## src/hw/rtl/wae_pkg.sv

```systemverilog
package wae_pkg;

    // Default sizes of the window store and the sample path
    localparam int WINDOW_MAX_DEF   = 64;
    localparam int MAX_CHANNELS_DEF = 8;
    localparam int SAMPLE_WIDTH_DEF = 16;

    // Configuration port
    localparam int CFG_IDX_W  = 4;
    localparam int CFG_DATA_W = 8;
    localparam int WL_W       = 7;
    localparam int CNT_W      = 4;

    localparam logic [CFG_IDX_W-1:0] REG_WINDOW_LENGTH     = CFG_IDX_W'(0);
    localparam logic [CFG_IDX_W-1:0] REG_CHANNEL_COUNT     = CFG_IDX_W'(1);
    localparam logic [CFG_IDX_W-1:0] REG_STATE_COUNT       = CFG_IDX_W'(2);
    localparam logic [CFG_IDX_W-1:0] REG_DISTURBANCE_COUNT = CFG_IDX_W'(3);

    localparam logic [WL_W-1:0]  WINDOW_LENGTH_RST     = WL_W'(8);
    localparam logic [CNT_W-1:0] CHANNEL_COUNT_RST     = CNT_W'(1);
    localparam logic [CNT_W-1:0] STATE_COUNT_RST       = CNT_W'(1);
    localparam logic [CNT_W-1:0] DISTURBANCE_COUNT_RST = CNT_W'(0);

    // Entries of each queue between front, back and output
    localparam int QUEUE_DEPTH = 2;

    // Back end sequencer
    typedef enum logic [2:0] {
        BK_IDLE,
        BK_READ,
        BK_ACCUM,
        BK_DIV,
        BK_EMIT
    } t_back_state;

    // Channel index width for a given channel count
    function automatic int ch_width(input int max_ch);
        return (max_ch > 1) ? $clog2(max_ch) : 1;
    endfunction

    // Width of one classified item travelling from front to back
    function automatic int item_width(input int sw, input int max_ch, input int win_max);
        return sw + ch_width(max_ch) + $clog2(win_max) + $clog2(win_max + 1) + 4;
    endfunction

endpackage

```

## src/hw/rtl/wae_fifo.sv

```systemverilog
module wae_fifo #(
    parameter int WIDTH = 8,
    parameter int DEPTH = wae_pkg::QUEUE_DEPTH
) (
    input  logic             i_clk,
    input  logic             i_rst_n,
    input  logic             i_push,
    input  logic [WIDTH-1:0] i_data,
    output logic             o_full,
    input  logic             i_pop,
    output logic [WIDTH-1:0] o_data,
    output logic             o_empty
);
    localparam int PTR_W = (DEPTH > 1) ? $clog2(DEPTH) : 1;
    localparam int CNT_QW = $clog2(DEPTH + 1);

    logic [WIDTH-1:0]  r_slots [DEPTH];
    logic [PTR_W-1:0]  r_wr_ptr, n_wr_ptr;
    logic [PTR_W-1:0]  r_rd_ptr, n_rd_ptr;
    logic [CNT_QW-1:0] r_count, n_count;
    logic              wr_en, rd_en;

    assign o_full  = (r_count == CNT_QW'(DEPTH));
    assign o_empty = (r_count == '0);
    assign o_data  = r_slots[r_rd_ptr];
    assign wr_en   = i_push & ~o_full;
    assign rd_en   = i_pop & ~o_empty;

    // Advance pointers with wrap at the queue depth
    always_comb begin
        n_wr_ptr = r_wr_ptr;
        n_rd_ptr = r_rd_ptr;
        n_count  = r_count;
        if (wr_en) begin
            n_wr_ptr = (r_wr_ptr == PTR_W'(DEPTH - 1)) ? '0 : r_wr_ptr + PTR_W'(1);
        end
        if (rd_en) begin
            n_rd_ptr = (r_rd_ptr == PTR_W'(DEPTH - 1)) ? '0 : r_rd_ptr + PTR_W'(1);
        end
        if (wr_en && !rd_en) begin
            n_count = r_count + CNT_QW'(1);
        end else if (rd_en && !wr_en) begin
            n_count = r_count - CNT_QW'(1);
        end
    end

    always_ff @(posedge i_clk) begin
        if (!i_rst_n) begin
            r_wr_ptr <= '0;
            r_rd_ptr <= '0;
            r_count  <= '0;
        end else begin
            r_wr_ptr <= n_wr_ptr;
            r_rd_ptr <= n_rd_ptr;
            r_count  <= n_count;
        end
    end

    // Store pushed data
    always_ff @(posedge i_clk) begin
        if (wr_en) begin
            r_slots[r_wr_ptr] <= i_data;
        end
    end

endmodule

```

## config.mk

```make
export PLATFORM = sky130hd
export DESIGN_NAME = wae_fifo
export DESIGN_NICKNAME = d
export VERILOG_FILES = /design/src/hw/rtl/wae_pkg.sv /design/src/hw/rtl/wae_fifo.sv
export SDC_FILE = /design/constraint.sdc
export NUM_CORES = 1
export LEC_CHECK = 0
export ABC_AREA = 1
export BUFFER_PORTS_ARGS = -buffer_cell sky130_fd_sc_hd__buf_4
export CAP_MARGIN = 20
export CORE_ASPECT_RATIO = 1.4
export CORE_MARGIN = 5
export CORE_UTILIZATION = 34
export CTS_BUF_LIST = sky130_fd_sc_hd__clkbuf_4
export DETAILED_ROUTE_END_ITERATION = 10
export GPL_TIMING_DRIVEN = 0
export SLEW_MARGIN = 20
export SYNTH_ARGS = -nofsm -noshare
export SYNTH_HDL_FRONTEND = slang
export SYNTH_SLANG_ARGS = --single-unit
```

## constraint.sdc

```tcl
create_clock -name i_clk -period 3.3 [get_ports i_clk]
set_clock_uncertainty 0.1 [all_clocks]
set_input_delay 0.33 -clock i_clk [delete_from_list [all_inputs] [get_ports i_clk]]
set_output_delay 0.33 -clock i_clk [all_outputs]
set_load 0.01 [all_outputs]
```

# Word level (Yosys, flattened, before mapping)
# Memories as Yosys holds them, arrays and structs flattened. A register that Yosys moved wholly into a read port is not among the register bits.
# Cells that the tools add are included.
[totals]
wordCells = 27
input_bits = 12
ff_bits = 4
output_inout_bits = 10
ram_bits = 16
n_memories = 1
[classes]
eq_ne = 1
n_reduce_logical = 6
muxes = 8
addsub = 4
bitwise = 4
[memory_table]
columns = ["name", "depth", "width", "rd", "rd_ports_with_merged_regs", "wr", "line", "rtl"]
rows = [
  ["r_slots", 2, 8, 1, 1, 1, "wae_fifo.sv:17", "logic [WIDTH-1:0] r_slots [DEPTH];"],
]
[op_table]
columns = ["operator", "n"]
rows = [
  ["2-to-1 mux 1 bit", 6],
  ["2-to-1 mux 2 bit", 2],
  ["adder 1 bit, second input constant", 2],
  ["adder 2 x 1 -> 2 bit, second input constant", 1],
  ["bitwise AND 1 bit", 2],
  ["equality test 2 bit, second input constant", 1],
  ["logical AND 1 bit", 2],
  ["logical NOT 1 bit", 2],
  ["logical NOT 2 bit", 1],
  ["inverter 1 bit", 2],
  ["nonzero test 2 bit", 1],
  ["subtractor 2 x 1 -> 2 bit, second input constant", 1],
]

# Longest topological paths before layout
# Gate-level depths: netlist (run 1).
[logic_depth]
depth_word = 7
depth_mapped = 10
mapped_depth_nobuf = 10

# Least setup slack after synthesis (run 1)
# Ideal clock, no wire load.
[synth_path]
path_kind = "flip-flop to flip-flop"
start = "register r_count[0]"
end = "register r_count[1]"
setup_time_ns = 0.064
slack_ns = 1.878
arrival_time_ns = 1.258
synth_period_minus_slack_ns = 1.422
stages_incl_launch_ff = 10
path_cell_list = "dfxtp_1 -> nor2_1 -> nor2_2 -> inv_1 -> ha_1 -> inv_1 -> nand3_1 -> nand2_1 -> inv_1 -> nor2_1"
[synth_via]
elab_chain_len = 6
[synth_lines]
columns = ["item", "line", "rtl"]
rows = [
  ["from (decl)", "wae_fifo.sv:20", "logic [CNT_QW-1:0] r_count, n_count;"],
  ["from (signal assigned)", "wae_fifo.sv:55", "r_count <= n_count;"],
  ["logical NOT 2 bit *", "wae_fifo.sv:24", "assign o_empty = (r_count == '0);"],
  ["net o_empty", "wae_fifo.sv:12", "output logic o_empty"],
  ["inverter 1 bit *", "wae_fifo.sv:27", "assign rd_en = i_pop & ~o_empty;"],
  ["bitwise AND 1 bit *", "wae_fifo.sv:27", ""],
  ["logical NOT 1 bit", "wae_fifo.sv:40", "if (wr_en && !rd_en) begin"],
  ["logical AND 1 bit", "wae_fifo.sv:40", ""],
  ["2-to-1 mux 2 bit or nonzero test 2 bit (tied branches)", "-", ""],
]
# Mark *: on every way through the listed nets, which the timed path passes. The rest lies on a longest branch. The select of a mux whose other input is x is not followed.
# A chain may end at the register's enable or synchronous reset.

==> key figures, run 1 <==
Drt
  – Via count: 524
  – Met3 wire len: ~100 um
  – Final wirelength: roughly 1300 um
  – Drt initial violations: 14
  – Via/cell ratio: 4.72
  – DR pass1 iterations: 4
  – Top sig layer: met4
  – M1 WL: 553 um
  – DR WL met2: 656 um
  – Post-DRT Antenna Nets: 0
  – Routed len/inst: between 10 and 15 um
  – DRC Markers: 0

Worst setup path
  – Crit-path leading delay family: multiplexers
  – Crit-path slowest cell: mux2_2
  – Critical Path AT: 1330 ps
  – Crit-path max cell delay: 360 ps
  – CP Cell Sequence: buf_2, mux2_2, buf_4
  – Crit Path Max Fanout: 8
  – Setup crit start kind: flop
  – Setup crit end kind: output port
  – Req. time, crit path: 2870 ps
  – CP bufs+invs: 2
  – Critical path class: flop to output port

Synthesis
  – Syn Nets: 76
  – Seq/Total Area, Yosys: 0.705
  – Synthesized flop and latch total: 21
  – Synth area leaders: edfxtp_1 (58%), dfxtp_1 (12%), mux2_2 (11%)
  – Avg Inst Size Synth: roughly 13 um2
  – Leading area contributor after synthesis: edfxtp_1
  – Proportion of netlist area held by the largest area contributor: 0.584
  – Post-Syn Area: 823 um2
  – Syn. warnings: 0
  – Unique cell type count in the Yosys netlist: 15
  – Cells after Synth: 63

Floorplan
  – Top Ports: 22
  – Initial Utilization: 0.348
  – # rows: 21
  – Area of the core: ~2400 um2
  – Die area: 3520 um2
  – Chip height: 68.2 um
  – Die Wd: approximately 52 um

STA
  – Setup Viol. Count Final: 0
  – Max Transition Viols Final: 0
  – Final period util: 0.532
  – Sum Neg Setup Slack: 0 ps
  – Final min period: 1760 ps
  – Unrepaired setup endpoints after global routing: no
  – Final hold violations: 0
  – Achievable Freq: 569 MHz
  – Relative slew slack: 0.531
  – Slew @ Worst Pin: 702 ps

GRT
  – Pin count of the biggest net entering global routing: 13
  – Grt total ovfl: 0
  – First-pass GRT wire length: 2110 um
  – Number of global-route vias before repair: 529
  – Total Routing Usage GR: 0.0826
  – Initial antenna violation count: 0

Placed design
  – DP Cell Count: around 110
  – Port Buffers: 21
  – Post-DP HPWL: slightly below 1000 um
  – Final GP Congestion: 0.682

Pwr
  – Pwr Density: 707 nW/um2
  – Total power: 734 uW
  – Leak pwr: 0.433 nW
  – Worst VDD drop: between 300 and 400 uV

Clock tree
  – Root Driver: clkbuf_4
  – Clock sinks: 21
  – Max clock buf depth: 2
  – Post-cts resize count: 0
  – Worst-path clk slew: 110 ps
  – Total CTS buffers: 3
  – Setup bufs post-CTS: 0
  – Cts-stage hold buffer count: 0
  – Htree depth: 1
  – CTS tree: done
  – Later-pin clock latency in the skew report: 290 ps

Finish
  – Most frequent cells in the layout: buf_4 (21), edfxtp_1 (16), nor2_1 (10)
  – Commonest non-fill, non-tap cell in the layout: buf_4
  – Synthesis-to-finish area growth: 26.0%
  – Fin nets: 102
  – Antenna Cells: 0
  – Multi-input gate area: 204 um2
  – Sequential Area: between 500 and 600 um2
  – Layout cells sized above 1: 0.420
  – Fill cells: 223
  – Final std cells w/o fill: 111

Min path
  – Hold WC Path Type: primary input to flop

Job
  – Total of max-cap violations: 0

Outcome
  – Outcome: finished clean
==> path summary, 6_finish.rpt <==
path	startpoint	end	slack, ps	cells past startpoint
worst max-delay path	flop	o_data[6]	1540	3
worst min register to register	r_rd_ptr	r_rd_ptr	430	2
worst max register to register	r_count[0]	r_count[1]	1720	9
worst min-delay path	i_data[7]	r_slots[0][7]	110	1
==> synth_stat cells <==
cell type and count:
o21ai_0 2, dfxtp_1 5, nand2_1 6, edfxtp_1 16, nand3_1 1, o21ai_2 1, nor2_2 1, buf_2 1
a21oi_1 1, ha_1 1, mux2_2 8, nand4_1 1, nor2_1 10, inv_1 8, inv_2 1
==> state kept, by name, summed over array words and instances, names as in the netlist, named ones only <==
name      flops
r_wr_ptr      1
r_rd_ptr      1
r_count       2
r_slots      16
==> stage by stage <==
step	hold WS [ps]	setup WS (ps)	util	instance area (um2)
6_report	111	1540	0.439	1040
3_5_place_dp	385	1710	0.427	1010
4_1_cts	97.7	1520	0.439	1040
3_3_place_gp	380	1740	0.427	1010
5_1_grt	84.7	1470	0.439	1040
2_1_floorplan	329	1880	-	823
==> worst reg2reg max path, cell delays in order (launching register included) <==
cell and delay [ps]:
dfxtp_1 460, nor2_1 110, nor2_2 130, inv_1 60, ha_1 310, inv_1 80
nand3_1 80, nand2_1 70, inv_1 40, nor2_1 90
==> power breakdown <==
group	leakage, nW	internal, mW	switching [mW]
clock network	0.0177	0.0451	0.0729
registers	0.191	0.338	0.0224
logic	0.225	0.121	0.135
total	0.433	0.503	0.230
==> area by class of cell <==
type / count / share of cell area
clock buffers: 3 / 0.0217
well taps: 23 / 0.0277
inverters: 9 / 0.0326
clock inverters: 1 / 0.00483
repair buffers: 21 / 0.152
plain buffers: 1 / 0.00483
flip-flops and latches: 21 / 0.560
multi-input cells: 32 / 0.197
==> logic make-up (layout without fill, tap and decap cells) <==
| logic type | Yosys count | after routing | synth area share |
|---|---|---|---|
| muxes | 8 | 8 | 0.109 |
| adders and majority gates | 1 | 1 | 0.0152 |
| AOI/OAI and AO/OA | 4 | 4 | 0.0289 |
| buffers and inverters | 10 | 35 | 0.0471 |
| DFF | 21 | 21 | 0.705 |
| and+or+nand+nor | 19 | 19 | 0.0942 |
==> layer usage <==
layer	up-vias	track usage
met3	2	0.0305
met1	240	0.0826
met2	16	0.145
met4	0	0.0492
met5	-	0
li1	266	-
(Power assumes the default switching activity.)
==> run 2, diff against run 1 <==
==> constraint.sdc (replaced) <==
create_clock -name i_clk -period 1.7 [get_ports i_clk]
set_clock_uncertainty 0.1 [all_clocks]
set_input_delay 0.17 -clock i_clk [delete_from_list [all_inputs] [get_ports i_clk]]
set_output_delay 0.17 -clock i_clk [all_outputs]
set_load 0.01 [all_outputs]
==> run 2 against run 1 <==
Setup slack got worse by 1400 ps. Critical path depth did not move. Die area did not move. Combinational power rose by 100%. Global-route usage increased by 0.37 points. First-iteration DRC count stayed put. Critical path type unchanged. Highest routed layer unchanged.
==> key figures, run 2 (synthesized netlist as in run 1, its figures left out) <==
Worst setup path
  – R2r startpoint: r_count[1]
  – Setup crit end: o_data[6]
  – Reg2reg setup slack: 160 ps (-1560 ps)
  – Critical path class: flop to output port
  – Req. time, crit path: 1430 ps (-1440 ps)
  – Setup crit start kind: flop
  – FF-to-FF End: r_slots[1][4]
  – Critical Path AT: 1330 ps (about the same)
  – FF-to-FF path depth: 3 (-6)
  – Crit Path Max Fanout: 8 (unchanged)
  – Setup crit end kind: output port

Finish
  – Fill cells: 221 (-0.90%)
  – Fin nets: 110 (+7.8%)
  – Max reg flops: 16 (unchanged)
  – Antenna Cells: 0 (unchanged)
  – Synthesis-to-finish area growth: 35.9%
  – Commonest non-fill, non-tap cell in the layout: buf_4
  – Final std cells w/o fill: 119 (+7.2%)
  – Biggest regs: r_slots x16, r_count x2
  – Layout cells sized above 1: 0.396 (-0.0246)
  – Most frequent cells in the layout: buf_4 (21), edfxtp_1 (16), nor2_1 (10)
  – Biggest register: r_slots

Clock tree
  – Htree depth: 1 (unchanged)
  – CTS tree: done
  – Later-pin clock latency in the skew report: 290 ps (about the same)
  – Clock sinks: 21 (unchanged)
  – Root Driver: clkbuf_4
  – Max clock buf depth: 2 (unchanged)
  – Worst-path clk slew: 110 ps (about the same)
  – Total CTS buffers: 3 (unchanged)

Pwr
  – Seq pwr share: 0.486 (-0.005)
  – Int Power: 992 uW (+97%)
  – Pwr Density: 1290 nW/um2 (+82%)
  – Sw Pwr: 450 uW (+95%)
  – Power share of the combinational group: 0.355 (+0.006)
  – Clock power share: 0.159 (-0.002)
  – Worst VDD drop: 621 uV (+95%)
  – Sw Ratio: 0.312 (-0.00193)
  – Leak pwr: 0.467 nW (+7.8%)

GRT
  – Total Routing Usage GR: 0.0863 (+0.00367)
  – GR Layer Usage met1: 0.0868 (+0.00413)
  – Initial antenna violation count: 0 (unchanged)
  – GR peak layer: met2
  – First-pass GRT wire length: 2210 um (+4.9%)
  – Grt total ovfl: 0 (unchanged)
  – Number of global-route vias before repair: 557 (+5.3%)
  – Pin count of the biggest net entering global routing: 13 (unchanged)
  – Met2 global-route usage: 0.154 (+0.00955)
  – Met3 Use GR: 0.0283 (-0.00218)

STA
  – Fin worst setup slack: 98.4 ps (-1450 ps)
  – Final hold violations: 0 (unchanged)
  – Final period util: 0.942
  – Slew @ Worst Pin: 711 ps (+9.40 ps)
  – Max Transition Viols Final: 0 (unchanged)
  – Sum Neg Setup Slack: 0 ps (unchanged)
  – Setup Viol. Count Final: 0 (unchanged)
  – Final min period: 1600 ps
  – Relative slew slack: 0.524 (-0.00629)
  – Achievable Freq: 624 MHz
  – Unrepaired setup endpoints after global routing: no

Drt
  – DRC Markers: 0 (unchanged)
  – Post-DRT Antenna Nets: 0 (unchanged)
  – Via/cell ratio: 4.62 (-2.1%)
  – Via count: 550 (+5.0%)
  – DR pass1 iterations: 4 (unchanged)
  – Drt initial violations: 14 (unchanged)
  – Routed len/inst: 11.5 um (-2.8%)
  – Final wirelength: 1370 um (+4.2%)

Placed design
  – Pre-CTS setup slack: 111 ps (-1600 ps)
  – Post-DP HPWL: 991 um (unchanged)
  – DP Cell Count: 107 (unchanged)
  – Port Buffers: 21 (unchanged)
  – Final GP Congestion: 0.682 (unchanged)

Floorplan
  – # rows: 21 (unchanged)
  – Chip height: 68.2 um (unchanged)
  – Die Wd: 51.6 um (unchanged)
  – Area of the core: 2360 um2 (unchanged)
  – Die area: 3520 um2 (unchanged)
  – Initial Utilization: 0.348 (unchanged)
  – Top Ports: 22 (unchanged)

Outcome
  – Outcome: finished clean

Min path
  – Hold WC Path Type: primary input to flop
  – Number of cells on the worst hold path: 3 (+2)

Job
  – Total of max-cap violations: 0 (unchanged)
run 2: repair_timing:
action                                  CTS  global route
endpoints found under the hold margin    16             0
endpoints found under the setup margin    0             1
setup buffers                             0             0
resized for setup                         0             1
hold buffers                              8             0
run 2: worst min path at each step:
| stage | from | end | slack (ps) |
|---|---|---|---|
| 3_3_place_gp | i_data[3] | r_slots[0][3] | 260 |
| 2_1_floorplan | i_data[0] | r_slots[0][0] | 170 |
| 5_1_grt | i_rst_n | r_count[1] | 20 |
| 3_5_place_dp | i_data[7] | r_slots[0][7] | 260 |
| 4_1_cts | i_rst_n | r_count[1] | 10 |
| 6_report | i_rst_n | r_count[1] | 20 |
run 2: metrics by stage:
step	cell area, um2	util	hold slack, ps	power (mW)
after floorplan	823	-	169	1.01
after global placement	1010	0.427	256	1.19
after detailed placement	1010	0.427	259	1.21
after CTS	1120	0.472	13.6	1.46
after global routing	1120	0.473	15.0	1.54
final	1120	0.473	24.2	1.44
run 2: area by class of cell:
class / instances / area, um2 / area share
Tap cell: 23 / 28.8 / 0.0257
Multi-Input combinational cell: 32 / 204 / 0.182
Clock inverter: 1 / 5.00 / 0.00447
Sequential cell: 21 / 582 / 0.520
Timing Repair Buffer: 29 / 238 / 0.213
Buffer: 1 / 5.00 / 0.00447
Clock buffer: 3 / 22.5 / 0.0201
Inverter: 9 / 33.8 / 0.0302
run 2: critical path, stage by stage (launching register included):
cell and delay, ps:
dfxtp_1 320, buf_2 210, mux2_2 360, buf_4 140
run 2: power groups by stage:
stage / logic, mW / clock network (mW) / registers (mW)
after floorplan: 0.310 / 0 / 0.699
after global placement: 0.488 / 0 / 0.704
after detailed placement: 0.504 / 0 / 0.710
after CTS: 0.521 / 0.239 / 0.698
after global routing: 0.569 / 0.260 / 0.711
final: 0.512 / 0.229 / 0.701
run 2: routing by layer:
layer / vias up / routed length (um)
met1: 249 / 587
met2: 16 / 684
met4: 0 / 8
li1: 283 / -
met3: 2 / 92
met5: - / 0
