===== src/hw/rtl/wae_pkg.sv =====
package wae_pkg;

    // Default sizes of the window store and the sample path
    localparam int WINDOW_MAX_DEF   = 64;
    localparam int MAX_CHANNELS_DEF = 8;
    localparam int SAMPLE_WIDTH_DEF = 16;

    // Configuration port
    localparam int CFG_IDX_W  = 4;
    localparam int CFG_DATA_W = 8;
    localparam int WL_W       = 7;
    localparam int CNT_W      = 4;

    localparam logic [CFG_IDX_W-1:0] REG_WINDOW_LENGTH     = CFG_IDX_W'(0);
    localparam logic [CFG_IDX_W-1:0] REG_CHANNEL_COUNT     = CFG_IDX_W'(1);
    localparam logic [CFG_IDX_W-1:0] REG_STATE_COUNT       = CFG_IDX_W'(2);
    localparam logic [CFG_IDX_W-1:0] REG_DISTURBANCE_COUNT = CFG_IDX_W'(3);

    localparam logic [WL_W-1:0]  WINDOW_LENGTH_RST     = WL_W'(8);
    localparam logic [CNT_W-1:0] CHANNEL_COUNT_RST     = CNT_W'(1);
    localparam logic [CNT_W-1:0] STATE_COUNT_RST       = CNT_W'(1);
    localparam logic [CNT_W-1:0] DISTURBANCE_COUNT_RST = CNT_W'(0);

    // Entries of each queue between front, back and output
    localparam int QUEUE_DEPTH = 2;

    // Back end sequencer
    typedef enum logic [2:0] {
        BK_IDLE,
        BK_READ,
        BK_ACCUM,
        BK_DIV,
        BK_EMIT
    } t_back_state;

    // Channel index width for a given channel count
    function automatic int ch_width(input int max_ch);
        return (max_ch > 1) ? $clog2(max_ch) : 1;
    endfunction

    // Width of one classified item travelling from front to back
    function automatic int item_width(input int sw, input int max_ch, input int win_max);
        return sw + ch_width(max_ch) + $clog2(win_max) + $clog2(win_max + 1) + 4;
    endfunction

endpackage


===== src/hw/rtl/wae_front.sv =====
module wae_front #(
    parameter int WINDOW_MAX   = wae_pkg::WINDOW_MAX_DEF,
    parameter int MAX_CHANNELS = wae_pkg::MAX_CHANNELS_DEF,
    parameter int SAMPLE_WIDTH = wae_pkg::SAMPLE_WIDTH_DEF,
    parameter int ITEM_W       = wae_pkg::item_width(wae_pkg::SAMPLE_WIDTH_DEF,
                                     wae_pkg::MAX_CHANNELS_DEF, wae_pkg::WINDOW_MAX_DEF)
) (
    input  logic                              i_clk,
    input  logic                              i_rst_n,
    input  logic                              i_cfg_valid,
    output logic                              o_cfg_ready,
    input  logic [wae_pkg::CFG_IDX_W-1:0]     i_cfg_index,
    input  logic [wae_pkg::CFG_DATA_W-1:0]    i_cfg_data,
    input  logic                              i_push,
    input  logic signed [SAMPLE_WIDTH-1:0]    i_sample,
    output logic                              o_full,
    input  logic                              i_item_full,
    output logic                              o_item_push,
    output logic [ITEM_W-1:0]                 o_item,
    output logic                              o_clear
);
    import wae_pkg::*;

    localparam int CH_W   = ch_width(MAX_CHANNELS);
    localparam int POS_W  = $clog2(WINDOW_MAX);
    localparam int LEN_W  = $clog2(WINDOW_MAX + 1);
    localparam int NCH_W  = $clog2(MAX_CHANNELS + 1);
    localparam int WLC_W  = (LEN_W > WL_W) ? LEN_W : WL_W;
    localparam int NCC_W  = (NCH_W > CNT_W) ? NCH_W : CNT_W;
    localparam int CMP_W  = (CH_W > CNT_W) ? CH_W : CNT_W;

    typedef struct packed {
        logic signed [SAMPLE_WIDTH-1:0] sample;
        logic [CH_W-1:0]                ch;
        logic [POS_W-1:0]               pos;
        logic [LEN_W-1:0]               len;
        logic                           state_v;
        logic                           dist_v;
        logic                           last;
        logic                           old_valid;
    } t_item;

    logic [WL_W-1:0]  r_window_length;
    logic [CNT_W-1:0] r_channel_count;
    logic [CNT_W-1:0] r_state_count;
    logic [CNT_W-1:0] r_dist_count;
    logic [CH_W-1:0]  r_ch, n_ch;
    logic [POS_W-1:0] r_pos, n_pos;
    logic             r_wrapped, n_wrapped;

    logic [LEN_W-1:0] len_eff;
    logic [NCH_W-1:0] nch_eff;
    logic             cfg_wr;
    logic             accept;
    logic             last;
    t_item            item;

    assign o_cfg_ready = 1'b1;
    assign cfg_wr      = i_cfg_valid;
    assign o_full      = i_item_full;
    assign accept      = i_push & ~i_item_full;
    assign o_item_push = accept;
    assign o_clear     = cfg_wr && ((i_cfg_index == REG_WINDOW_LENGTH) ||
                                    (i_cfg_index == REG_CHANNEL_COUNT));

    // Clamp window length and channel count to their usable ranges
    always_comb begin
        if (WLC_W'(r_window_length) < WLC_W'(2)) begin
            len_eff = LEN_W'(2);
        end else if (WLC_W'(r_window_length) > WLC_W'(WINDOW_MAX)) begin
            len_eff = LEN_W'(WINDOW_MAX);
        end else begin
            len_eff = LEN_W'(r_window_length);
        end
        if (r_channel_count == '0) begin
            nch_eff = NCH_W'(1);
        end else if (NCC_W'(r_channel_count) > NCC_W'(MAX_CHANNELS)) begin
            nch_eff = NCH_W'(MAX_CHANNELS);
        end else begin
            nch_eff = NCH_W'(r_channel_count);
        end
    end

    // Classify the sample by channel and window slot
    always_comb begin
        last           = (NCH_W'(r_ch) + NCH_W'(1) == nch_eff);
        item.sample    = i_sample;
        item.ch        = r_ch;
        item.pos       = r_pos;
        item.len       = len_eff;
        item.state_v   = CMP_W'(r_ch) < CMP_W'(r_state_count);
        item.dist_v    = item.state_v && (CMP_W'(r_ch) < CMP_W'(r_dist_count));
        item.last      = last;
        item.old_valid = r_wrapped;
        o_item         = item;
    end

    // Restart the window on a geometry change, else advance channel, then
    // window position after the last channel
    always_comb begin
        n_ch      = r_ch;
        n_pos     = r_pos;
        n_wrapped = r_wrapped;
        if (o_clear) begin
            n_ch      = '0;
            n_pos     = '0;
            n_wrapped = 1'b0;
        end else if (accept) begin
            if (last) begin
                n_ch = '0;
                if (LEN_W'(r_pos) + LEN_W'(1) >= len_eff) begin
                    n_pos     = '0;
                    n_wrapped = 1'b1;
                end else begin
                    n_pos = r_pos + POS_W'(1);
                end
            end else begin
                n_ch = r_ch + CH_W'(1);
            end
        end
    end

    always_ff @(posedge i_clk) begin
        if (!i_rst_n) begin
            r_window_length <= WINDOW_LENGTH_RST;
            r_channel_count <= CHANNEL_COUNT_RST;
            r_state_count   <= STATE_COUNT_RST;
            r_dist_count    <= DISTURBANCE_COUNT_RST;
            r_ch            <= '0;
            r_pos           <= '0;
            r_wrapped       <= 1'b0;
        end else begin
            r_ch      <= n_ch;
            r_pos     <= n_pos;
            r_wrapped <= n_wrapped;
            if (cfg_wr) begin
                unique case (i_cfg_index)
                    REG_WINDOW_LENGTH:     r_window_length <= i_cfg_data[WL_W-1:0];
                    REG_CHANNEL_COUNT:     r_channel_count <= i_cfg_data[CNT_W-1:0];
                    REG_STATE_COUNT:       r_state_count   <= i_cfg_data[CNT_W-1:0];
                    REG_DISTURBANCE_COUNT: r_dist_count    <= i_cfg_data[CNT_W-1:0];
                    default: ;
                endcase
            end
        end
    end

endmodule


===== config.mk =====
export PLATFORM = sky130hd
export DESIGN_NAME = wae_front
export DESIGN_NICKNAME = d
export VERILOG_FILES = /design/src/hw/rtl/wae_pkg.sv /design/src/hw/rtl/wae_front.sv
export SDC_FILE = /design/constraint.sdc
export NUM_CORES = 1
export LEC_CHECK = 0
export BUFFER_PORTS_ARGS = -buffer_cell sky130_fd_sc_hd__buf_2
export CAP_MARGIN = 10
export CORE_UTILIZATION = 40
export CTS_BUF_LIST = sky130_fd_sc_hd__clkbuf_8 sky130_fd_sc_hd__clkbuf_16
export CTS_CLUSTER_DIAMETER = 100
export DETAILED_ROUTE_END_ITERATION = 16
export GPL_TIMING_DRIVEN = 0
export HOLD_SLACK_MARGIN = 0.12
export MAX_ROUTING_LAYER = met4
export PLACE_DENSITY = 0.7
export RECOVER_POWER = 25
export SYNTH_ARGS = -nofsm -noshare
export SYNTH_HDL_FRONTEND = slang
export SYNTH_SLANG_ARGS = --single-unit
export TNS_END_PERCENT = 20

===== constraint.sdc =====
create_clock -name i_clk -period 2.63 [get_ports i_clk]
set_input_delay 0.1315 -clock i_clk [delete_from_list [all_inputs] [get_ports i_clk]]
set_output_delay 0.1315 -clock i_clk [all_outputs]
set_load 0.02 [all_outputs]

======== After elaboration in Yosys (flattened, before gate mapping) ========
Index checks and enable logic that the tools add are counted.
operators by class
  add/subtract/negate cells ............... 4
  order comparisons ....................... 6
  equal/unequal tests ..................... 4
  muxes and demuxes ....................... 6
  bitwise operators ....................... 3
  reductions and logical operators ........ 12
operators by type and width
  kind                   count
  $mux W7                2
  $reduce_and A2 Y1      5
  $eq A4 B2 Y1 const B   2
  $logic_not A4 Y1       2
  $lt A3 B4 Y1           2
  $mux W4                2
  $add A6 B1 Y7 const B  1
  $ge A7 B7 Y1           1
  $gt A7 B7 Y1 const B   1
  $lt A7 B2 Y1 const B   1
  $add A6 B1 Y6 const B  1
  $mux W6                1
  $add A3 B1 Y4 const B  1
  $eq A4 B1 Y1 const B   1
  $eq A4 B4 Y1           1
  $gt A4 B4 Y1 const B   1
  $add A3 B1 Y3 const B  1
  $mux W3                1
  $reduce_and A3 Y1      1
  $logic_and A1 B1 Y1    2
  $not A1 Y1             2
  $reduce_or A2 Y1       1
  $and A1 B1 Y1          1
  $logic_or A1 B1 Y1     1
storage, ports and cells
  flip-flop bits (word level) ............. 29
  word-level logic and storage cells ...... 42

======== Depth between registers and ports, before layout ========
Gate-level depths: netlist (run 1).
  depth in word-level cells ............... 5
  mapped depth ............................ 9

======== Worst setup path before layout (run 1) ========
OpenSTA, ideal clock, no wires.
  kind .................................... register to register
  start point ............................. register r_window_length[3]
  end point ............................... register r_pos[2]
  library setup time ...................... 0.074 ns
  arrival time ............................ 2.544 ns
  required time ........................... 2.556 ns
  setup slack ............................. 0.011 ns
  stages on the path, launching flop included .. 10
  buffers on the path ..................... 0
  period minus slack after synthesis ...... 2.619 ns
  cell sequence ........................... dfxtp_1 or4_1 nor2_1 nor3b_1 ha_1 nand2b_1 a211o_1 a211oi_2 a211oi_1 o21ai_0
between the ends
  word-level cells in the longest chain between the ends .. 5
ends and longest elaborated chain
  element                   RTL line          text
  start: declaration        wae_front.sv:43   logic [WL_W-1:0] r_window_length;
  start signal: assignment  wae_front.sv:138  REG_WINDOW_LENGTH: r_window_length <= i_cfg_data[WL_W-1:0];
  $gt A7 B7 Y1              wae_front.sv:70   end else if (WLC_W'(r_window_length) > WLC_W'(WINDOW_MAX)) begin
  $mux W7                   wae_front.sv:70
  $mux W7 *                 wae_front.sv:68   if (WLC_W'(r_window_length) < WLC_W'(2)) begin
  via o_item[4]             wae_front.sv:19   output logic [ITEM_W-1:0] o_item,
  $ge A7 B7 Y1 *            wae_front.sv:111  if (LEN_W'(r_pos) + LEN_W'(1) >= len_eff) begin
  $mux W6 *                 wae_front.sv:111
  end signal: assignment    wae_front.sv:134  r_pos <= n_pos;
  end: declaration          wae_front.sv:48   logic [POS_W-1:0] r_pos, n_pos;
Mark *: on every way through the listed nets, which the timed path passes. The rest lies on a longest branch.
A chain may end at the register's enable or synchronous reset.

======== Worst setup path after layout (run 1) ========
  start point ............................. register r_window_length[2]
  end point ............................... register r_pos[1]
between the ends
  word-level cells in the longest chain between the ends .. 5
ends and longest elaborated chain
  element         RTL line
  $gt A7 B7 Y1    wae_front.sv:70
  $mux W7         wae_front.sv:70
  $mux W7 *       wae_front.sv:68
  $ge A7 B7 Y1 *  wae_front.sv:111
  $mux W6 *       wae_front.sv:111
Mark *: on every way between the ends. The rest lies on a longest branch, timed or not.

==> results.toml, run 1 <==
[clock_network]
clkLatencyLatePin_ps = 280
h-tree-depth = 2
cts.sinks = 29
cts_buffer_depth = 2
clockRootBuffer = "clkbuf_8"
cts_tree = "done"
cts_made_buffers = 5
clkTransAtPathRegs_ps = 70

[synth]
yosysWarningCount = 0
netlist.area_leader.share_pct = 31.4
synth_top_cells_by_area = "dfxtp_1, ha_1, buf_4"
avgSynthCellArea_um2 = 8.46
synth_fp_nets = 265
synth_area_mm2 = 0.00185
ys_types = 38
synth_seq_cells = 29
ys_seq_area_share_pct = 31.4
syn-instance-count = 219
synth_top_cell_by_area = "dfxtp_1"

[critical_path]
startpoint_type = "flip-flop"
critPathMaxStageDelay_ps = 510
crit_arrival_ps = 2730
crit_family = "simple AND/OR/NAND/NOR gates"
crit_chain = "or4_1 -> nor2_1 -> nor3b_1 -> ha_1 -> nand2b_1 -> a211o_1 -> a211oi_4 -> buf_4 -> nand4_1 -> a21oi_1"
setup.worst_path.class = "reg -> reg"
crit_slowest_cell = "or4_1"
end_kind = "flip-flop"
path_buf_inv = 1
required_ps = 2840
crit_path_max_fanout = 4

[grt]
grt.total_usage_pct = 17.6
grt_pass1_wl_um = 6700
grt_overflow = 0
grt_pass1_vias = 1555
antenna_found_initial = 0
grt_max_degree = 11

[placement]
placed_cell_area_mm2 = 0.00218
gp_congestion = 0.859
dp_hpwl_um = 3010
placedCellCount = 324
portBuffers = 53
place_ws_ps = -137

[run_status]
status = "finished, final reports clean"

[routing]
ant_nets = 0
finalWirelength_um = 4050
drt_iter0_drc = 99
wl_per_cell_um = 12.0
num_vias = 1653
dr.pass1.iters = 4
avgViaCountPerCell = 4.91
drc = 0

[timing]
hold_violations = 0
rsz0062_at_grt = "false"
worst_slack_ps = 111
tns_ps = 0
clock-skew-final_ps = 9.12
max_freq_mhz = 397
drv_slew = 0
final.min_clock_period_ps = 2520
setup_viol = 0
period_share_pct = 95.8

[pwr]
p_per_area_mw_per_mm2 = 417
peakVddDrop_mv = 0.230
leakagePower_nw = 1.04

[layout]
drive_above_1_share_pct = 26.0
num-nets-final = 330
layout_common_cells = "buf_2, dfxtp_1, clkbuf_1"
insertedDiodeCount = 0
syn2layout_area_growth_pct = 24.1
stdcell_count = 337
layout_commonest_cell = "buf_2"
fin_area_mm2 = 0.00230

[floorplanning]
ios = 73
chipWidth_um = 70.0
rows = 24
die_y_um = 70.0
start_util_pct = 42.0
coreArea_mm2 = 0.00441
dieArea_mm2 = 0.00491

[job]
max_cap_viol_count = 0

[min_path]
hold_path.class = "in -> reg"
==> worst paths after layout <==
check | startpoint | to | depth (start not counted) | slack (ps)
hold reg to reg | r_channel_count[0] | r_channel_count[0] | 2 | 460
setup reg to reg | r_window_length[2] | r_pos[1] | 10 | 110
hold / removal | i_cfg_data[0] | r_state_count[0] | 3 | 140
setup / recovery | r_window_length[2] | r_pos[1] | 10 | 110
==> flip-flops by register name, summed over array words and instances (netlist names) <==
name	count
r_pos	6
r_window_length	7
r_dist_count	4
r_ch	3
r_state_count	4
r_wrapped	1
r_channel_count	4
==> where the power goes <==
part	switching (W)	internal (W)	total [W]
Sequential	0.00000600	0.000445	0.000451
Clock	0.000170	0.000179	0.000349
Combinational	0.0000887	0.0000679	0.000157
==> Yosys cell counts (all sizes together) <==
cell,number
dfxtp,29
nand2,21
buf,20
mux2i,15
nor2b,15
inv,14
ha,13
nand3,9
nor2,9
o21ai,9
a21oi,8
clkbuf,7
nand4,7
a211oi,5
nand2b,5
nor3,5
xnor2,4
a21boi,3
xor2,3
a21o,2
nor3b,2
o21a,2
a211o,1
and3,1
and3b,1
conb,1
nand3b,1
nand4b,1
o21ba,1
o221ai,1
o41ai,1
or2,1
or3,1
or4,1
==> repair_timing <==
item | CTS | global route
resized for setup | 1 | 0
hold endpoints to repair | 3 | 0
endpoints found under the setup margin | 6 | 0
buffers inserted | 2 | 0
hold buffers | 3 | 0
==> logic make-up after synthesis <==
logic type,share of synthesized area (%)
AOI/OAI and AO/OA,12.8
xor gates and xnor gates,3.31
adders and majority gates,8.78
buffers and inverters,12.5
DFF,31.4
muxes,8.11
other,0.203
and+or+nand+nor,22.9
==> final cells by class <==
cell class	count	area, µm²
clock buffers	5	68.8
fillers	426	2120
repair buffers	58	290
flip-flops and latches	29	581
plain buffers	27	176
multi-input cells	149	1050
inverters	14	55.1
well taps	52	65.1
clock inverters	3	13.8
==> per-stage QoR <==
step,total power [W],hold slack (ps),util [%]
2_1_floorplan,0.000567,260,-
4_1_cts,0.000969,135,52.5
3_3_place_gp,0.000614,388,49.4
6_report,0.000957,142,52.0
3_5_place_dp,0.000615,396,49.4
5_1_grt,0.00100,150,52.0
==> per-layer routing <==
metal | global-route usage [%] | part of all wire (%) | vias to the layer above
li1 | - | - | 859
met1 | 21.4 | 46 | 734
met2 | 29.1 | 47 | 56
met3 | 4.04 | 5.6 | 4
met4 | 5.56 | 0.67 | 0
met5 | - | 0 | -
==> worst register-to-register path: stages (launching register included) <==
cell and delay (ps):
dfxtp_1 320, or4_1 510, nor2_1 130, nor3b_1 90, ha_1 290, nand2b_1 140
a211o_1 330, a211oi_4 220, buf_4 170, nand4_1 110, a21oi_1 160
No activity file was read; power rests on OpenSTA's default activity.
==> run 2: changes to the inputs <==
--- a/config.mk
+++ b/config.mk
@@ -5,8 +5,10 @@
 export SDC_FILE = /design/constraint.sdc
 export NUM_CORES = 1
 export LEC_CHECK = 0
+export ABC_AREA = 1
 export BUFFER_PORTS_ARGS = -buffer_cell sky130_fd_sc_hd__buf_2
 export CAP_MARGIN = 10
+export CORE_ASPECT_RATIO = 1.2
 export CORE_UTILIZATION = 40
 export CTS_BUF_LIST = sky130_fd_sc_hd__clkbuf_8 sky130_fd_sc_hd__clkbuf_16
 export CTS_CLUSTER_DIAMETER = 100
==> run 2 against run 1 <==
Critical path depth up 6. Count of clock-buffer cells in the layout grew 2. Synthesized area grew 4.4%. Non-clock buffer count down 5.
==> results.toml, run 2 <==
[critical_path]
end_kind = "flip-flop"
crit_path_max_fanout = 7
crit_arrival_ps = 2520
startpoint_type = "flip-flop"
crit_chain = "inv_1 -> nand3_1 -> nor3_1 -> nand2_1 -> nand2_1 -> inv_1 -> nor2_1 -> inv_1 -> ha_1 -> a21oi_1 -> o21ai_0 -> nand2_1 -> nand3_1 -> nor2_1 -> nor2_1 -> nor2_1"
cp_common_cell = "nor2_1"
crit_family = "simple AND/OR/NAND/NOR gates"
path_buf_inv = 3
critPathMaxStageDelay_ps = 330
crit_slowest_cell = "ha_1"
setup.worst_path.class = "reg -> reg"
required_ps = 2850

[routing]
drt_iter0_drc = 67
drc = 0
finalWirelength_um = 4060
wl_per_cell_um = 10.1
num_vias = 1864
dr.pass1.iters = 4
ant_nets = 0
avgViaCountPerCell = 4.63

[timing]
clock-skew-final_ps = 4.50
max_freq_mhz = 435
rsz0062_at_grt = "false"
hold_violations = 0
setup_viol = 0
drv_slew = 0
final.min_clock_period_ps = 2300
tns_ps = 0
period_share_pct = 87.5

[floorplanning]
ios = 73
dieArea_mm2 = 0.00512
rows = 27
chipWidth_um = 65.5
die_y_um = 78.2
start_util_pct = 41.8
coreArea_mm2 = 0.00463

[pwr]
swShare_pct = 31.7
p_int_w = 0.000822
leakagePower_nw = 1.24
power_w = 0.00120
power_frac_seq_pct = 39.7
clockPowerShare_pct = 33.7
p_sw_w = 0.000381
peakVddDrop_mv = 0.276
p_comb_share_pct = 26.6
p_per_area_mw_per_mm2 = 511

[synth]
syn-instance-count = 283
synth_fp_nets = 329
synth_top_cell_by_area = "dfxtp_1"
ys_types = 29
synth_top_cells_by_area = "dfxtp_1, inv_1, nand2_1"
synthFlopType = "dfxtp_1"
synth_edf_count = 0
yosysWarningCount = 0
synth_seq_cells = 29
synth_area_mm2 = 0.00193
async_reset_ff_share_pct = 0
netlist.area_leader.share_pct = 30.0
ys_seq_area_share_pct = 30.0
avgSynthCellArea_um2 = 6.83
synth.most_common_cell = "inv_1"
synth_common_cells = "inv_1, nand2_1, nor2_1"

[layout]
insertedDiodeCount = 0
multi_input_area_um2 = 981
drive_above_1_share_pct = 23.5
finish.utilization_pct = 50.9
stdcell_count = 403
seq_area_um2 = 581
n_fill_cell = 477
reg.largest.list = "r_window_length x7, r_pos x6"
largest_reg_flops = 7
max_flop_register = "r_window_length"
layout_common_cells = "inv_1, nand2_1, buf_2"
layout_commonest_cell = "inv_1"
syn2layout_area_growth_pct = 21.9
num-nets-final = 390

[placement]
gp_congestion = 0.807
dp_hpwl_um = 3140
placedCellCount = 395
portBuffers = 54

[clock_network]
cts_made_buffers = 5
cts_setup_buffers = 0
cts_hold_buf = 0
cts_resized = 0
clkLatencyLatePin_ps = 280
h-tree-depth = 2
clockRootBuffer = "clkbuf_8"
clkTransAtPathRegs_ps = 60
cts.sinks = 29
cts_tree = "done"
cts_buffer_depth = 2

[grt]
grt_overflow = 0
grt_pass1_vias = 1614
antenna_found_initial = 0
grt.total_usage_pct = 17.8
grt_pass1_wl_um = 6930
grt_max_degree = 11

[min_path]
hold_path.class = "in -> reg"

[run_status]
status = "finished, final reports clean"

[job]
max_cap_viol_count = 0
==> run 2: cell count changes in the layout (fill, tap and decap cells not counted), sizes merged, moves of 9 or more <==
cell   before  now
a21oi       8   23
inv        15   50
mux2i      15    0
nand2      21   49
nand3       9   18
nor2        9   36
nor2b      15    0
o21ai       9   20
==> run 2: path summary, 6_finish.rpt <==
path / start / end / slack, ps / depth (start not counted)
max: r_window_length[5] / r_pos[2] / 330 / 16
min reg2reg: r_dist_count[0] / r_dist_count[0] / 450 / 2
min: i_cfg_data[0] / r_channel_count[0] / 120 / 3
max reg2reg: r_window_length[5] / r_pos[2] / 330 / 16
==> run 2: area by class of cell <==
cell class	instances	share of cell area, %
multi-input combinational	178	41.6
clock buffer	7	4.09
inverter	50	7.97
sequential	29	24.6
clock inverter	1	0.212
buffer	26	7.81
timing repair buffer	54	10.6
tap	58	3.08
==> run 2: per-stage QoR <==
step / area (µm²) / worst slack [ps] / hold slack [ps]
after global placement: 2280 / 346 / 413
after detailed placement: 2280 / 351 / 412
after floorplan: 1930 / 389 / 258
after global routing: 2360 / 32.1 / 145
after CTS: 2380 / 327 / 122
final: 2360 / 330 / 124
==> run 2: routing by layer <==
layer / up-vias / track usage (%) / routed length (µm)
met5: - / - / 0
met4: 0 / 7.17 / 70
met3: 6 / 3.49 / 188
met2: 41 / 29.8 / 1970
met1: 824 / 20.5 / 1830
li1: 993 / - / -
==> run 2: worst reg2reg max path, cell delays in order (launching register included) <==
cell     delay (ps)
dfxtp_1         300
inv_1           100
nand3_1          90
nor3_1          190
nand2_1          80
nand2_1          60
inv_1            70
nor2_1          140
inv_1            70
ha_1            330
a21oi_1         120
o21ai_0          90
nand2_1          70
nand3_1         230
nor2_1          160
nor2_1           50
nor2_1          100
==> run 2: cell families after synthesis <==
logic type	share of synthesized area, %
AO/OA/AOI/OAI	12.7
XOR/XNOR	1.81
adder cells (fa/ha/maj)	8.41
buffers and inverters	19.2
flip-flops	30.0
other	0.194
AND/OR/NAND/NOR	27.6
==> run 2: power groups by stage <==
stage,Sequential [W],Combinational [W],Clock [W]
finish,0.000478,0.000320,0.000406
global route,0.000480,0.000364,0.000433
CTS,0.000477,0.000327,0.000418
detailed placement,0.000487,0.000325,0
global placement,0.000487,0.000321,0
floorplan,0.000498,0.000226,0
==> run 3: changes to the inputs <==
--- a/config.mk
+++ b/config.mk
@@ -8,7 +8,6 @@
 export ABC_AREA = 1
 export BUFFER_PORTS_ARGS = -buffer_cell sky130_fd_sc_hd__buf_2
 export CAP_MARGIN = 10
-export CORE_ASPECT_RATIO = 1.2
 export CORE_UTILIZATION = 40
 export CTS_BUF_LIST = sky130_fd_sc_hd__clkbuf_8 sky130_fd_sc_hd__clkbuf_16
 export CTS_CLUSTER_DIAMETER = 100
==> run 3 against run 2 <==
Clock skew barely moved. Clock power shrank 14%. First-iteration DRC count down 27%. Setup slack gained 100 ps. Sequential share of layout area is 0.12 points higher. Register-to-register slack better by 100 ps. Largest cell class unchanged.
==> results.toml, run 3 (synthesized netlist as in run 2, its figures left out) <==
[min_path]
hold_path.class = "in -> reg"
whs_path_depth = 3
min_to = "r_window_length[4]"
worstHoldStart = "i_cfg_data[4]"

[clock_network]
cts_made_buffers = 5
cts_setup_buffers = 0
h-tree-depth = 2
cts_buffer_depth = 2
clkTransAtPathRegs_ps = 60
clkLatencyLatePin_ps = 280
cts.sinks = 29
clockRootBuffer = "clkbuf_8"
cts_tree = "done"

[placement]
portBuffers = 54
gp_congestion = 0.804
dp_hpwl_um = 3190

[layout]
largest_reg_flops = 7
num-nets-final = 391
layout_commonest_cell = "inv_1"
max_flop_register = "r_window_length"
syn2layout_area_growth_pct = 21.3
reg.largest.list = "r_window_length x7, r_pos x6"
layout_common_cells = "inv_1, nand2_1, buf_2"
insertedDiodeCount = 0
drive_above_1_share_pct = 23.4
finish.utilization_pct = 52.1

[critical_path]
crit_arrival_ps = 2420
cp_common_cell = "nor2_1"
r2r_cells = 16
startpoint_type = "flip-flop"
reg2reg_slack_ps = 430
critPathMaxStageDelay_ps = 320
r2r_end = "r_pos[5]"
crit_path_max_fanout = 7
crit_slowest_cell = "ha_1"
setup.worst_path.class = "reg -> reg"
reg2reg_from = "r_window_length[5]"
required_ps = 2850
end_kind = "flip-flop"
crit_chain = "inv_1 -> nand3_1 -> nor3_1 -> nand2_1 -> nand2_1 -> inv_1 -> nor2_1 -> inv_1 -> ha_1 -> a21oi_1 -> o21ai_0 -> nand2_1 -> nand3_2 -> nor2_1 -> nor2_1 -> nor2_1"

[routing]
dr.pass1.iters = 4
avgViaCountPerCell = 4.73
num_vias = 1884
wl_per_cell_um = 10.5
drt_iter0_drc = 49
drc = 0
finalWirelength_um = 4190
ant_nets = 0

[timing]
hold_violations = 0
max_freq_mhz = 455
setup_viol = 0
drv_slew = 0
clock-skew-final_ps = 4.61
tns_ps = 0
final.min_clock_period_ps = 2200
whs_ps = 136
period_share_pct = 83.5
rsz0062_at_grt = "false"

[pwr]
clockPowerShare_pct = 30.3
p_int_w = 0.000766
p_per_area_mw_per_mm2 = 492
p_comb_share_pct = 28.2
power_frac_seq_pct = 41.5
p_sw_w = 0.000387
leakagePower_nw = 1.24
swShare_pct = 33.6
peakVddDrop_mv = 0.268

[run_status]
status = "finished, final reports clean"

[grt]
grt_pass1_vias = 1790
grt.total_usage_pct = 18.6
grt_overflow = 0
grt_pass1_wl_um = 7250
antenna_found_initial = 0
grt_max_degree = 11

[floorplanning]
die_y_um = 71.5
chipWidth_um = 71.5
coreArea_mm2 = 0.00450
dieArea_mm2 = 0.00512
rows = 24
start_util_pct = 42.9
ios = 73

[job]
max_cap_viol_count = 0
## run 3: cell types whose count changed in the layout (fill, tap and decap cells not counted)
cell	change
clkbuf_8	-2
nand3_1	-1
inv_1	+1
clkinv_2	+1
nand3_2	+1
dlygate4sd3_1	+1
## run 3: what timing repair did
item	CTS	global route
hold buffers	1	0
gates resized for setup	0	1
setup endpoints to repair	0	7
endpoints found under the hold margin	1	0
## run 3: power by group through the flow
| stage | combinational, W | sequential, W | clock [W] |
|---|---|---|---|
| floorplan | 0.000226 | 0.000498 | 0 |
| global placement | 0.000320 | 0.000487 | 0 |
| detailed placement | 0.000325 | 0.000488 | 0 |
| CTS | 0.000329 | 0.000478 | 0.000363 |
| global route | 0.000365 | 0.000481 | 0.000381 |
| finish | 0.000325 | 0.000478 | 0.000349 |
## run 3: worst max-delay path: cells and delay by family, from the launching register on
kind                       cells  cell delay (ps)
buffers and inverters          3              220
DFF                            1              300
adders and majority gates      1              320
and+or+nand+nor               10             1060
AOI/OAI and AO/OA              2              240
## run 3: per-layer routing
layer	vias up	share of wire [%]	GRT usage, %
met3	5	4.0	3.80
li1	996	-	-
met1	837	47	21.2
met2	46	47	31.2
met5	-	0	-
met4	0	1.6	8.71
## run 3: per-stage QoR
stage	setup WS [ps]	cells	area, µm²	total power, W
final	433	398	2340	0.00115
after global routing	47.3	398	2340	0.00123
after CTS	322	398	2360	0.00117
after detailed placement	363	389	2270	0.000813
after global placement	393	389	2270	0.000807
after floorplan	389	283	1930	0.000724
## run 3: final cells by class
cell class | instances | area, µm²
fill | 459 | 2160
sequential | 29 | 581
clock inverter | 3 | 13.8
buffer | 26 | 184
timing repair buffer | 55 | 259
tap | 52 | 65.1
inverter | 50 | 188
multi-input combinational | 178 | 986
clock buffer | 5 | 68.8
## run 3: worst max-delay path by stage
stage / startpoint / to / slack (ps) / cells after the start
floorplan: r_window_length[5] / r_pos[0] / 390 / 16
global placement: r_window_length[5] / r_pos[3] / 390 / 16
detailed placement: r_window_length[5] / r_pos[0] / 360 / 16
CTS: r_window_length[5] / r_pos[3] / 320 / 16
global route: r_window_length[5] / r_pos[1] / 50 / 16
finish: r_window_length[5] / r_pos[5] / 430 / 16
